===== src/rtl/core/ids_pkg.sv =====
// Shared types, character codes and keyword table for the include directive scanner.
package ids_pkg;

    localparam int OFFSET_OUT_W = 32;
    localparam int LENGTH_OUT_W = 16;

    localparam logic [7:0] CH_NUL   = 8'h00;
    localparam logic [7:0] CH_TAB   = 8'h09;
    localparam logic [7:0] CH_LF    = 8'h0A;
    localparam logic [7:0] CH_CR    = 8'h0D;
    localparam logic [7:0] CH_SPACE = 8'h20;
    localparam logic [7:0] CH_QUOTE = 8'h22;
    localparam logic [7:0] CH_HASH  = 8'h23;
    localparam logic [7:0] CH_LT    = 8'h3C;
    localparam logic [7:0] CH_GT    = 8'h3E;

    localparam logic [2:0] KW_LEN = 3'd7;

    typedef enum logic [5:0] {
        PH_LEAD = 6'b000001,
        PH_HASH = 6'b000010,
        PH_WORD = 6'b000100,
        PH_GAP  = 6'b001000,
        PH_NAME = 6'b010000,
        PH_SKIP = 6'b100000
    } ids_phase_t;

    typedef struct packed {
        logic [OFFSET_OUT_W-1:0] name_offset;
        logic [LENGTH_OUT_W-1:0] name_length;
        logic                    system_header;
    } ids_result_t;

    typedef struct packed {
        logic        push;
        ids_result_t data;
    } ids_push_t;

    function automatic logic [7:0] kw_char(input logic [2:0] idx);
        logic [7:0] c;
        case (idx)
            3'd0:    c = 8'h69; // i
            3'd1:    c = 8'h6E; // n
            3'd2:    c = 8'h63; // c
            3'd3:    c = 8'h6C; // l
            3'd4:    c = 8'h75; // u
            3'd5:    c = 8'h64; // d
            3'd6:    c = 8'h65; // e
            default: c = CH_NUL;
        endcase
        return c;
    endfunction

    function automatic logic is_blank(input logic [7:0] b);
        return (b == CH_SPACE) || (b == CH_TAB);
    endfunction

endpackage


===== src/rtl/core/ids_out_buf.sv =====
// Two-entry result buffer: output register plus a skid slot.
module ids_out_buf
    import ids_pkg::*;
(
    input  logic        clk,
    input  logic        rst_n,
    input  ids_push_t   wr,
    output logic        full,
    output logic        out_valid,
    input  logic        out_stall,
    output ids_result_t out_data
);

    logic        out_valid_reg;
    logic        out_valid_next;
    logic        skid_valid_reg;
    logic        skid_valid_next;
    ids_result_t out_data_reg;
    ids_result_t out_data_next;
    ids_result_t skid_data_reg;
    ids_result_t skid_data_next;
    logic        take;

    assign take = out_valid_reg && !out_stall;

    always_comb
    begin
        out_valid_next  = out_valid_reg;
        skid_valid_next = skid_valid_reg;
        out_data_next   = out_data_reg;
        skid_data_next  = skid_data_reg;
        if (out_valid_reg && !take)
        begin
            // hold the output; park a new item in the skid slot
            if (wr.push)
            begin
                skid_valid_next = 1'b1;
                skid_data_next  = wr.data;
            end
        end
        else if (skid_valid_reg)
        begin
            // no push can arrive while the skid slot is full
            out_valid_next  = 1'b1;
            out_data_next   = skid_data_reg;
            skid_valid_next = 1'b0;
        end
        else
        begin
            out_valid_next = wr.push;
            out_data_next  = wr.data;
        end
    end

    always_ff @(posedge clk or negedge rst_n)
    begin
        if (!rst_n)
        begin
            out_valid_reg  <= 1'b0;
            skid_valid_reg <= 1'b0;
        end
        else
        begin
            out_valid_reg  <= out_valid_next;
            skid_valid_reg <= skid_valid_next;
        end
    end

    always_ff @(posedge clk)
    begin
        out_data_reg  <= out_data_next;
        skid_data_reg <= skid_data_next;
    end

    assign full      = skid_valid_reg;
    assign out_valid = out_valid_reg;
    assign out_data  = out_data_reg;

endmodule


===== src/rtl/core/include_directive_scanner.sv =====
// Output: a result is written into the output buffer when its closing byte is accepted.
// Throughput: one byte per cycle while in_stall is low; the per-byte phase step is a single registered update.
// A two-entry output buffer keeps input flowing while one result waits downstream.
// Reset: rst_n clears the phase, keyword index, byte offset and buffer valid bits.
// start_of_file restarts the phase and offset on the byte that carries it.
module include_directive_scanner
    import ids_pkg::*;
#(
    parameter int OFFSET_BITS   = 32,
    parameter int NAME_LEN_BITS = 16
)
(
    input  logic                    clk,
    input  logic                    rst_n,
    input  logic                    in_valid,
    output logic                    in_stall,
    input  logic [7:0]              data_byte,
    input  logic                    start_of_file,
    output logic                    out_valid,
    input  logic                    out_stall,
    output logic [OFFSET_OUT_W-1:0] name_offset,
    output logic [LENGTH_OUT_W-1:0] name_length,
    output logic                    system_header
);

    ids_phase_t               phase_reg;
    ids_phase_t               phase_next;
    ids_phase_t               phase_cur;
    logic [2:0]               kw_reg;
    logic [2:0]               kw_next;
    logic [2:0]               kw_cur;
    logic [OFFSET_BITS-1:0]   offset_reg;
    logic [OFFSET_BITS-1:0]   offset_next;
    logic [OFFSET_BITS-1:0]   offset_cur;
    logic [OFFSET_BITS-1:0]   name_start_reg;
    logic [OFFSET_BITS-1:0]   name_start_next;
    logic [NAME_LEN_BITS-1:0] name_count_reg;
    logic [NAME_LEN_BITS-1:0] name_count_next;
    logic                     angle_reg;
    logic                     angle_next;
    logic                     emit;
    logic                     in_accept;
    logic                     buf_full;
    logic [OFFSET_OUT_W-1:0]  offset_out;
    logic [LENGTH_OUT_W-1:0]  length_out;
    ids_push_t                wr;
    ids_result_t              out_data;

    assign in_accept = in_valid && !in_stall;
    assign in_stall  = buf_full;

    always_comb
    begin
        phase_cur  = start_of_file ? PH_LEAD : phase_reg;
        kw_cur     = start_of_file ? 3'd0 : kw_reg;
        offset_cur = start_of_file ? '0 : offset_reg;

        phase_next      = phase_cur;
        kw_next         = kw_cur;
        name_start_next = name_start_reg;
        name_count_next = name_count_reg;
        angle_next      = angle_reg;
        emit            = 1'b0;
        offset_next     = (offset_cur == '1) ? offset_cur : offset_cur + 1'b1;

        if (data_byte == CH_LF || data_byte == CH_CR)
        begin
            phase_next = PH_LEAD;
            kw_next    = 3'd0;
        end
        else if (data_byte == CH_NUL)
        begin
            phase_next = PH_SKIP;
        end
        else
        begin
            case (phase_cur)
                PH_LEAD:
                begin
                    if (data_byte == CH_HASH)
                        phase_next = PH_HASH;
                    else if (!is_blank(data_byte))
                        phase_next = PH_SKIP;
                end
                PH_HASH:
                begin
                    if (!is_blank(data_byte))
                    begin
                        if (data_byte == kw_char(3'd0))
                        begin
                            kw_next    = 3'd1;
                            phase_next = PH_WORD;
                        end
                        else
                            phase_next = PH_SKIP;
                    end
                end
                PH_WORD:
                begin
                    if (kw_cur < KW_LEN && data_byte == kw_char(kw_cur))
                    begin
                        kw_next = kw_cur + 3'd1;
                        if (kw_cur + 3'd1 == KW_LEN)
                            phase_next = PH_GAP;
                    end
                    else
                        phase_next = PH_SKIP;
                end
                PH_GAP:
                begin
                    if (!is_blank(data_byte))
                    begin
                        if (data_byte == CH_LT || data_byte == CH_QUOTE)
                        begin
                            angle_next      = (data_byte == CH_LT);
                            name_start_next = offset_next;
                            name_count_next = '0;
                            phase_next      = PH_NAME;
                        end
                        else
                            phase_next = PH_SKIP;
                    end
                end
                PH_NAME:
                begin
                    if (data_byte == CH_GT || data_byte == CH_QUOTE)
                    begin
                        emit       = 1'b1;
                        phase_next = PH_SKIP;
                    end
                    else if (name_count_reg != '1)
                        name_count_next = name_count_reg + 1'b1;
                end
                default:
                begin
                    phase_next = PH_SKIP;
                end
            endcase
        end
    end

    // clamp the internal counters to the output field widths
    generate
        if (OFFSET_BITS > OFFSET_OUT_W)
        begin : g_off_sat
            assign offset_out = (|name_start_reg[OFFSET_BITS-1:OFFSET_OUT_W]) ? '1
                              : name_start_reg[OFFSET_OUT_W-1:0];
        end
        else
        begin : g_off_ext
            assign offset_out = OFFSET_OUT_W'(name_start_reg);
        end
        if (NAME_LEN_BITS > LENGTH_OUT_W)
        begin : g_len_sat
            assign length_out = (|name_count_reg[NAME_LEN_BITS-1:LENGTH_OUT_W]) ? '1
                              : name_count_reg[LENGTH_OUT_W-1:0];
        end
        else
        begin : g_len_ext
            assign length_out = LENGTH_OUT_W'(name_count_reg);
        end
    endgenerate

    always_ff @(posedge clk or negedge rst_n)
    begin
        if (!rst_n)
        begin
            phase_reg  <= PH_LEAD;
            kw_reg     <= 3'd0;
            offset_reg <= '0;
        end
        else if (in_accept)
        begin
            phase_reg  <= phase_next;
            kw_reg     <= kw_next;
            offset_reg <= offset_next;
        end
    end

    always_ff @(posedge clk)
    begin
        if (in_accept)
        begin
            name_start_reg <= name_start_next;
            name_count_reg <= name_count_next;
            angle_reg      <= angle_next;
        end
    end

    assign wr.push              = in_accept && emit;
    assign wr.data.name_offset  = offset_out;
    assign wr.data.name_length  = length_out;
    assign wr.data.system_header = angle_reg;

    ids_out_buf u_out_buf (
        .clk       (clk),
        .rst_n     (rst_n),
        .wr        (wr),
        .full      (buf_full),
        .out_valid (out_valid),
        .out_stall (out_stall),
        .out_data  (out_data)
    );

    assign name_offset   = out_data.name_offset;
    assign name_length   = out_data.name_length;
    assign system_header = out_data.system_header;

    a_skid_implies_out: assert property (@(posedge clk) disable iff (!rst_n)
        buf_full |-> out_valid)
        else $error("skid slot full while output register empty");

    a_close_skips: assert property (@(posedge clk) disable iff (!rst_n)
        (in_accept && emit) |=> (phase_reg == PH_SKIP))
        else $error("closing byte did not move scanner to skip phase");

    a_offset_moves: assert property (@(posedge clk) disable iff (!rst_n)
        in_accept |=> (offset_reg != '0))
        else $error("byte offset zero after an accepted item");

endmodule

===== config.mk =====
export PLATFORM = sky130hd
export DESIGN_NAME = include_directive_scanner
export DESIGN_NICKNAME = d
export VERILOG_FILES = /design/src/rtl/core/ids_pkg.sv /design/src/rtl/core/ids_out_buf.sv /design/src/rtl/core/include_directive_scanner.sv
export SDC_FILE = /design/constraint.sdc
export NUM_CORES = 1
export LEC_CHECK = 0
export BUFFER_PORTS_ARGS = -buffer_cell sky130_fd_sc_hd__buf_2
export CORE_ASPECT_RATIO = 1.2
export CORE_MARGIN = 5
export CORE_UTILIZATION = 61
export DETAILED_ROUTE_END_ITERATION = 12
export MAX_ROUTING_LAYER = met4
export PLACE_DENSITY = 0.8
export SLEW_MARGIN = 5
export SYNTH_ARGS = -nofsm -noshare
export SYNTH_HDL_FRONTEND = slang
export SYNTH_SLANG_ARGS = --single-unit

===== constraint.sdc =====
create_clock -name clk -period 5.35 [get_ports clk]
set_clock_uncertainty 0.05 [all_clocks]
set_input_delay 1.07 -clock clk [delete_from_list [all_inputs] [get_ports clk]]
set_output_delay 1.07 -clock clk [all_outputs]
set_load 0.01 [all_outputs]

* Word level (Yosys, flattened, before mapping) *
Cells that the tools add are included.

cells by class
  $add $sub $neg = 3
  multipliers = 0
  divide/modulo/power cells = 0
  magnitude comparators = 1
  eq/ne operators = 29
  shifts and indexed selects = 0
  multiplexer cells = 39
  bitwise gates (word level) = 3
  reduce and logical (&&, ||, !) cells = 18

operators with widths
  cell                   count
  $mux 6                 12
  $mux 16                4
  $mux 32                2
  $mux 49                1
  $pmux 7 s7             1
  $eq 8x6->1 const B     5
  $add 32x1->32 const B  1
  $eq 32x32->1 const B   1
  $pmux 16 s2            1
  $pmux 6 s5             1
  $eq 8x4->1 const B     3
  $mux 8                 3
  $mux 3                 6
  $add 16x1->16 const B  1
  $ne 16x16->1 const B   1
  $eq 3x3->1 const B     4
  $eq 8x7->1 const B     1
  $eq 8x8->1             1
  $logic_not 8->1        1
  $ne 2x2->1 const B     4
  $reduce_and 8->1       1
  $mux 1                 7
  $eq 3x2->1 const B     2
  $eq 6x1->1 const B     1
  other kinds (17)       28

word-level totals
  flip-flop bits (word level) = 190
  latch bits = 0
  memory bits (writable) = 0
  ROM bits = 0
  input port bits = 13
  output and inout port bits = 51
  word-level logic and storage cells = 107
  memories kept = 0

* Longest topological paths before layout *
  depth in word-level cells = 12
  mapped depth = 13
  depth with buffers taken out = 9

* By module *
From an unflattened synthesis, not the netlist that was laid out.

unflattened totals
  cell total of the unflattened synthesis = 746
  area, all modules = 9477.8 um2

modules (own cells, without submodules)
  module                     instances  cells each  area each (um2)  seq. area each (um2)
  include_directive_scanner  1          587         5612.9           2498.6
  ids_out_buf                1          159         3865.0           2992.9

* Worst setup path after synthesis *
Ideal clock, no wire load.

  path type = input -> register
  from = input port data_byte[3]
  to = register name_count_reg[0], in the netlist length_out[0], enable pin
  setup time = 0.478 ns
  data arrival time = 5.068 ns
  required time = 4.822 ns
  slack = -0.245 ns
  cell stages on the path = 5
  buffers on the path = 1
  cell sequence = buf_2 -> or4b_1 -> a2111oi_0 -> nand3_1 -> a2111oi_0

between the ends
  cells in the longest elaborated chain, start to end = 4
  elaborated cells on any way between the ends = 18
  classes of those cells = eq/ne: 10; bitwise: 2; reduce/logical: 6

RTL lines
  element                                                          RTL line                          text
  start: declaration                                               include_directive_scanner.sv:17   input logic [7:0] data_byte,
  $eq 8x6->1, or another cell as far along                         include_directive_scanner.sv:126  if (data_byte == CH_GT || data_byte == CH_QUOTE)
  $logic_or 1x1->1 (on tied branches)                              n/a
  $ne 2x2->1 (no source line) / $not 1->1 (equally long branches)  n/a
  $reduce_and 8->1 (no source line) *                              n/a
  end signal: assignment                                           include_directive_scanner.sv:185  name_count_reg <= name_count_next;
  end: declaration                                                 include_directive_scanner.sv:37   logic [NAME_LEN_BITS-1:0] name_count_reg;

Mark *: on every way between the ends. The rest lies on a longest branch, timed or not.
A chain may end at the register's enable or synchronous reset.

* Worst setup path in the final report *
  from = input port start_of_file
  to = register u_out_buf.skid_data_reg[25] (netlist name), enable pin

between the ends
  cells in the longest elaborated chain, start to end = 7

RTL lines
  element                            RTL line                          text
  start: declaration                 include_directive_scanner.sv:18   input logic start_of_file,
  $mux 6                             include_directive_scanner.sv:54   phase_cur = start_of_file ? PH_LEAD : phase_reg;
  $eq 6x5->1                         include_directive_scanner.sv:77   case (phase_cur)
  $mux 1                             include_directive_scanner.sv:77
  $mux 1                             include_directive_scanner.sv:71   else if (data_byte == CH_NUL)
  $mux 1                             include_directive_scanner.sv:66   if (data_byte == CH_LF || data_byte == CH_CR)
  $logic_and 1x1->1                  include_directive_scanner.sv:190  assign wr.push = in_accept && emit;
  $reduce_and 2->1 (no source line)  n/a
  end signal: assignment             ids_out_buf.sv:72                 skid_data_reg <= skid_data_next;
  end: declaration                   ids_out_buf.sv:20                 ids_result_t skid_data_reg;

Every way passes these cells.

==> flow_metrics.py <==
metrics = {
    "run_status": {
        "outcome": "finished clean",
    },
    "logic_synthesis": {
        "syn_nets": 770,
        "synth_area_leaders": "edfxtp_1 (48%), dfrtp_1 (11%), mux2_2 (6.4%)",
        "synth-seq-cells": 190,
        "postSynthCellCount": 754,
        "synth-main-ff-cell": "edfxtp_1",
        "synth_area_sq_um": 9180,
        "synth_cell_type_count": 79,
        "yosys.area.top_type_share": 0.481,
        "async_reset_ff_frac": 0.226,
        "yosysSeqAreaShare": 0.598,
        "synth_top_area_cell": "edfxtp_1",
        "avgSynthCellArea_sq_um": 12.2,
        "synth-edff-count": 147,
        "synth_warnings": 0,
    },
    "placed_design": {
        "gp_congestion": 0.974,
        "port_buffers": 63,
        "dp_hpwl_microns": 13000,
        "dp.cells": 992,
    },
    "clock_network": {
        "clk_pin_slew_ns": 0.07,
        "cts_resized": 0,
        "numCtsBuffers": 17,
        "insertion_delay_ns": 0.43,
        "cts_buffer_depth": 2,
        "cts_root_buf": "clkbuf_16",
        "postCtsSetupBuffers": 0,
        "cts_tree": "built",
        "cts_max_level": 4,
        "clock_sinks": 190,
        "ctsHoldBuffers": 0,
    },
    "sta": {
        "slew_viol_final": 0,
        "timing.slew.headroom": 0.279,
        "setup_viol_count_final": 0,
        "fin_crit_sh": 0.686,
        "tns_ns": 0,
        "hold_violations": 0,
        "min_period_ns": 3.67,
        "fmax_mhz": 273,
        "worstMarginPinSlew_ns": 1.08,
        "rsz0062_at_grt": "false",
    },
    "global_routing": {
        "grt_max_degree": 59,
        "grt_pass1_vias": 6206,
        "grt_first_pass_wirelength_microns": 31500,
        "antenna_found_initial": 0,
        "groute.usage.overall": 0.236,
        "overflow": 0,
    },
    "route": {
        "drt-vias-per-instance": 6.13,
        "dr_total_vias": 6273,
        "first_pass_iters": 5,
        "drt_iter0_drc": 595,
        "ant_nets": 0,
        "drt-total-wl_microns": 19400,
        "drc": 0,
        "post_drt_wl_per_cell_microns": 18.9,
    },
    "worst_setup_path": {
        "crit_family": "simple AND/OR/NAND/NOR gates",
        "r2r_start": "phase_reg[0]$_DFFE_PN1P_",
        "start_kind": "input pin",
        "cp_slowest_cell": "nor3_1",
        "arrival_ns": 3.68,
        "required_ns": 5.36,
        "worstSetupPathType": "input pin to flop",
        "worstSetupEndpointType": "flop",
        "cp_num_buf_inv": 3,
        "path_max_fanout": 49,
        "critical_path.startpoint": "start_of_file",
        "max_stage_delay_ns": 0.57,
        "crit_path_cell_trace": "buf_2 > nor3_1 > nand3_1 > buf_4 > nor3_1 > nand2_1 > nor2_4 > buf_4",
    },
    "floorplanning": {
        "die_w_microns": 122,
        "dieHeight_microns": 144,
        "core-area_sq_um": 14900,
        "initial_core_util": 0.616,
        "die_area_sq_um": 17600,
        "std_cell_rows": 49,
        "io_pins": 64,
    },
    "power_and_ir_drop": {
        "p_leak_nw": 3.25,
        "pwr_density_cell_nw_per_um2": 292,
        "total_power_mw": 3.00,
        "max-vdd-ir-drop_uv": 203,
    },
    "layout": {
        "layout.nets": 823,
        "final_cells": 1024,
        "drive_above_1_share": 0.227,
        "post-route-util": 0.690,
        "area_delta_synth_final_pct": 11.9,
        "diodes": 0,
    },
    "worst_hold_path": {
        "min_path_type": "flop to flop",
        "worstHoldStart": "name_start_reg[13]$_DFFE_PP_",
    },
    "job": {
        "maxCapViolations": 0,
    },
}
-- placed cells by master (no fill, tap or decap), types with 8 or more instances in the layout --
master     synthesis  routed
inv_1             14      14
buf_4              0      11
or3_1             11      11
mux2i_1           12      12
o21ai_0           19      19
xor2_1            16      16
clkbuf_16          0      17
buf_2              4      63
nor2_1            62      60
nand2b_1          13      12
edfxtp_1         147     147
dfrtp_1           42      41
xnor2_1           22      22
nor3_1            16      16
nor4_1            17      17
and3_1            12      12
a21oi_1           19      19
a221o_1            8       8
nor2b_1           14      14
nand2_1           60      59
nand3_1           29      29
mux2_2            52      52
-- worst paths after layout --
kind	slack, ns	cells after the start	endpoint
max	1.68	8	u_out_buf.skid_data_reg[25]$_DFFE_PP_
max in group asynchronous	3.76	1	u_out_buf.full$_DFFE_PN0P_
min in group asynchronous	0.76	1	phase_reg[2]$_DFFE_PN0P_
min	0.40	0	u_out_buf.skid_data_reg[30]$_DFFE_PP_
max reg2reg	2.35	7	u_out_buf.skid_data_reg[25]$_DFFE_PP_
min reg2reg	0.40	0	u_out_buf.skid_data_reg[30]$_DFFE_PP_
-- where the power goes --
group	total [mW]	leakage, nW	switching, mW	internal [mW]
sequential	1.62	1.68	0.0253	1.59
combinational	0.138	1.29	0.0865	0.0514
clock	1.24	0.280	0.584	0.660
-- synthesized netlist by cell type, drive strengths merged, types with 3 or more instances --
cell type / number
and2: 7
a21o: 4
a31oi: 4
nor2: 63
nand2: 60
or4: 7
xor2: 16
mux2: 52
o21ai: 25
a221o: 8
nor4: 19
o311ai: 3
a211o: 3
buf: 7
or2: 7
a21oi: 20
and3: 12
clkbuf: 33
a211oi: 3
nor3: 17
nand3b: 3
nand4: 8
or3: 12
inv: 14
o21bai: 3
ha: 3
mux2i: 12
a22o: 3
xnor2: 22
nor3b: 4
nand3: 30
dfrtp: 42
o32ai: 3
o211ai: 7
o221ai: 4
nand2b: 13
or4b: 3
nand4b: 4
edfxtp: 147
and4: 3
nor2b: 14
-- worst register-to-register path, stage by stage (launching register included) --
cell	delay, ns
dfstp_2	0.40
nor3_1	0.47
nand3_1	0.13
buf_4	0.23
nor3_1	0.46
nand2_1	0.17
nor2_4	0.10
buf_4	0.52
-- kinds of logic after synthesis --
logic type      share of synthesized area
buf+inv                            0.0228
xor+xnor                           0.0362
simple gates                        0.175
flops                               0.598
fa+ha+maj                         0.00409
compound gates                     0.0875
mux                                0.0768
-- stage by stage --
| stage | hold slack (ns) | worst slack, ns | cell area, sq um |
|---|---|---|---|
| 2_1_floorplan | 0.372 | 0.388 | 9190 |
| 3_3_place_gp | 0.378 | 1.41 | 9700 |
| 3_5_place_dp | 0.382 | 1.28 | 9700 |
| 4_1_cts | 0.399 | 1.70 | 10300 |
| 5_1_grt | 0.404 | 1.46 | 10300 |
| 6_report | 0.399 | 1.68 | 10300 |
-- metal layers --
metal / up-vias / global-route usage / wire (microns)
met5: - / - / 0
met4: 0 / 0.0690 / 280
met3: 25 / 0.0383 / 814
met2: 172 / 0.415 / 10400
met1: 3132 / 0.281 / 7950
li1: 2944 / - / -
-- area by class of cell --
class	count	area, sq um
inverters	14	52.6
clock buffers	18	429
well taps	204	255
repair buffers	74	398
fillers	1074	4620
flip-flops and latches	190	5490
multi-input cells	510	3500
clock inverters	14	149
Power figures use the tool's default switching activity.
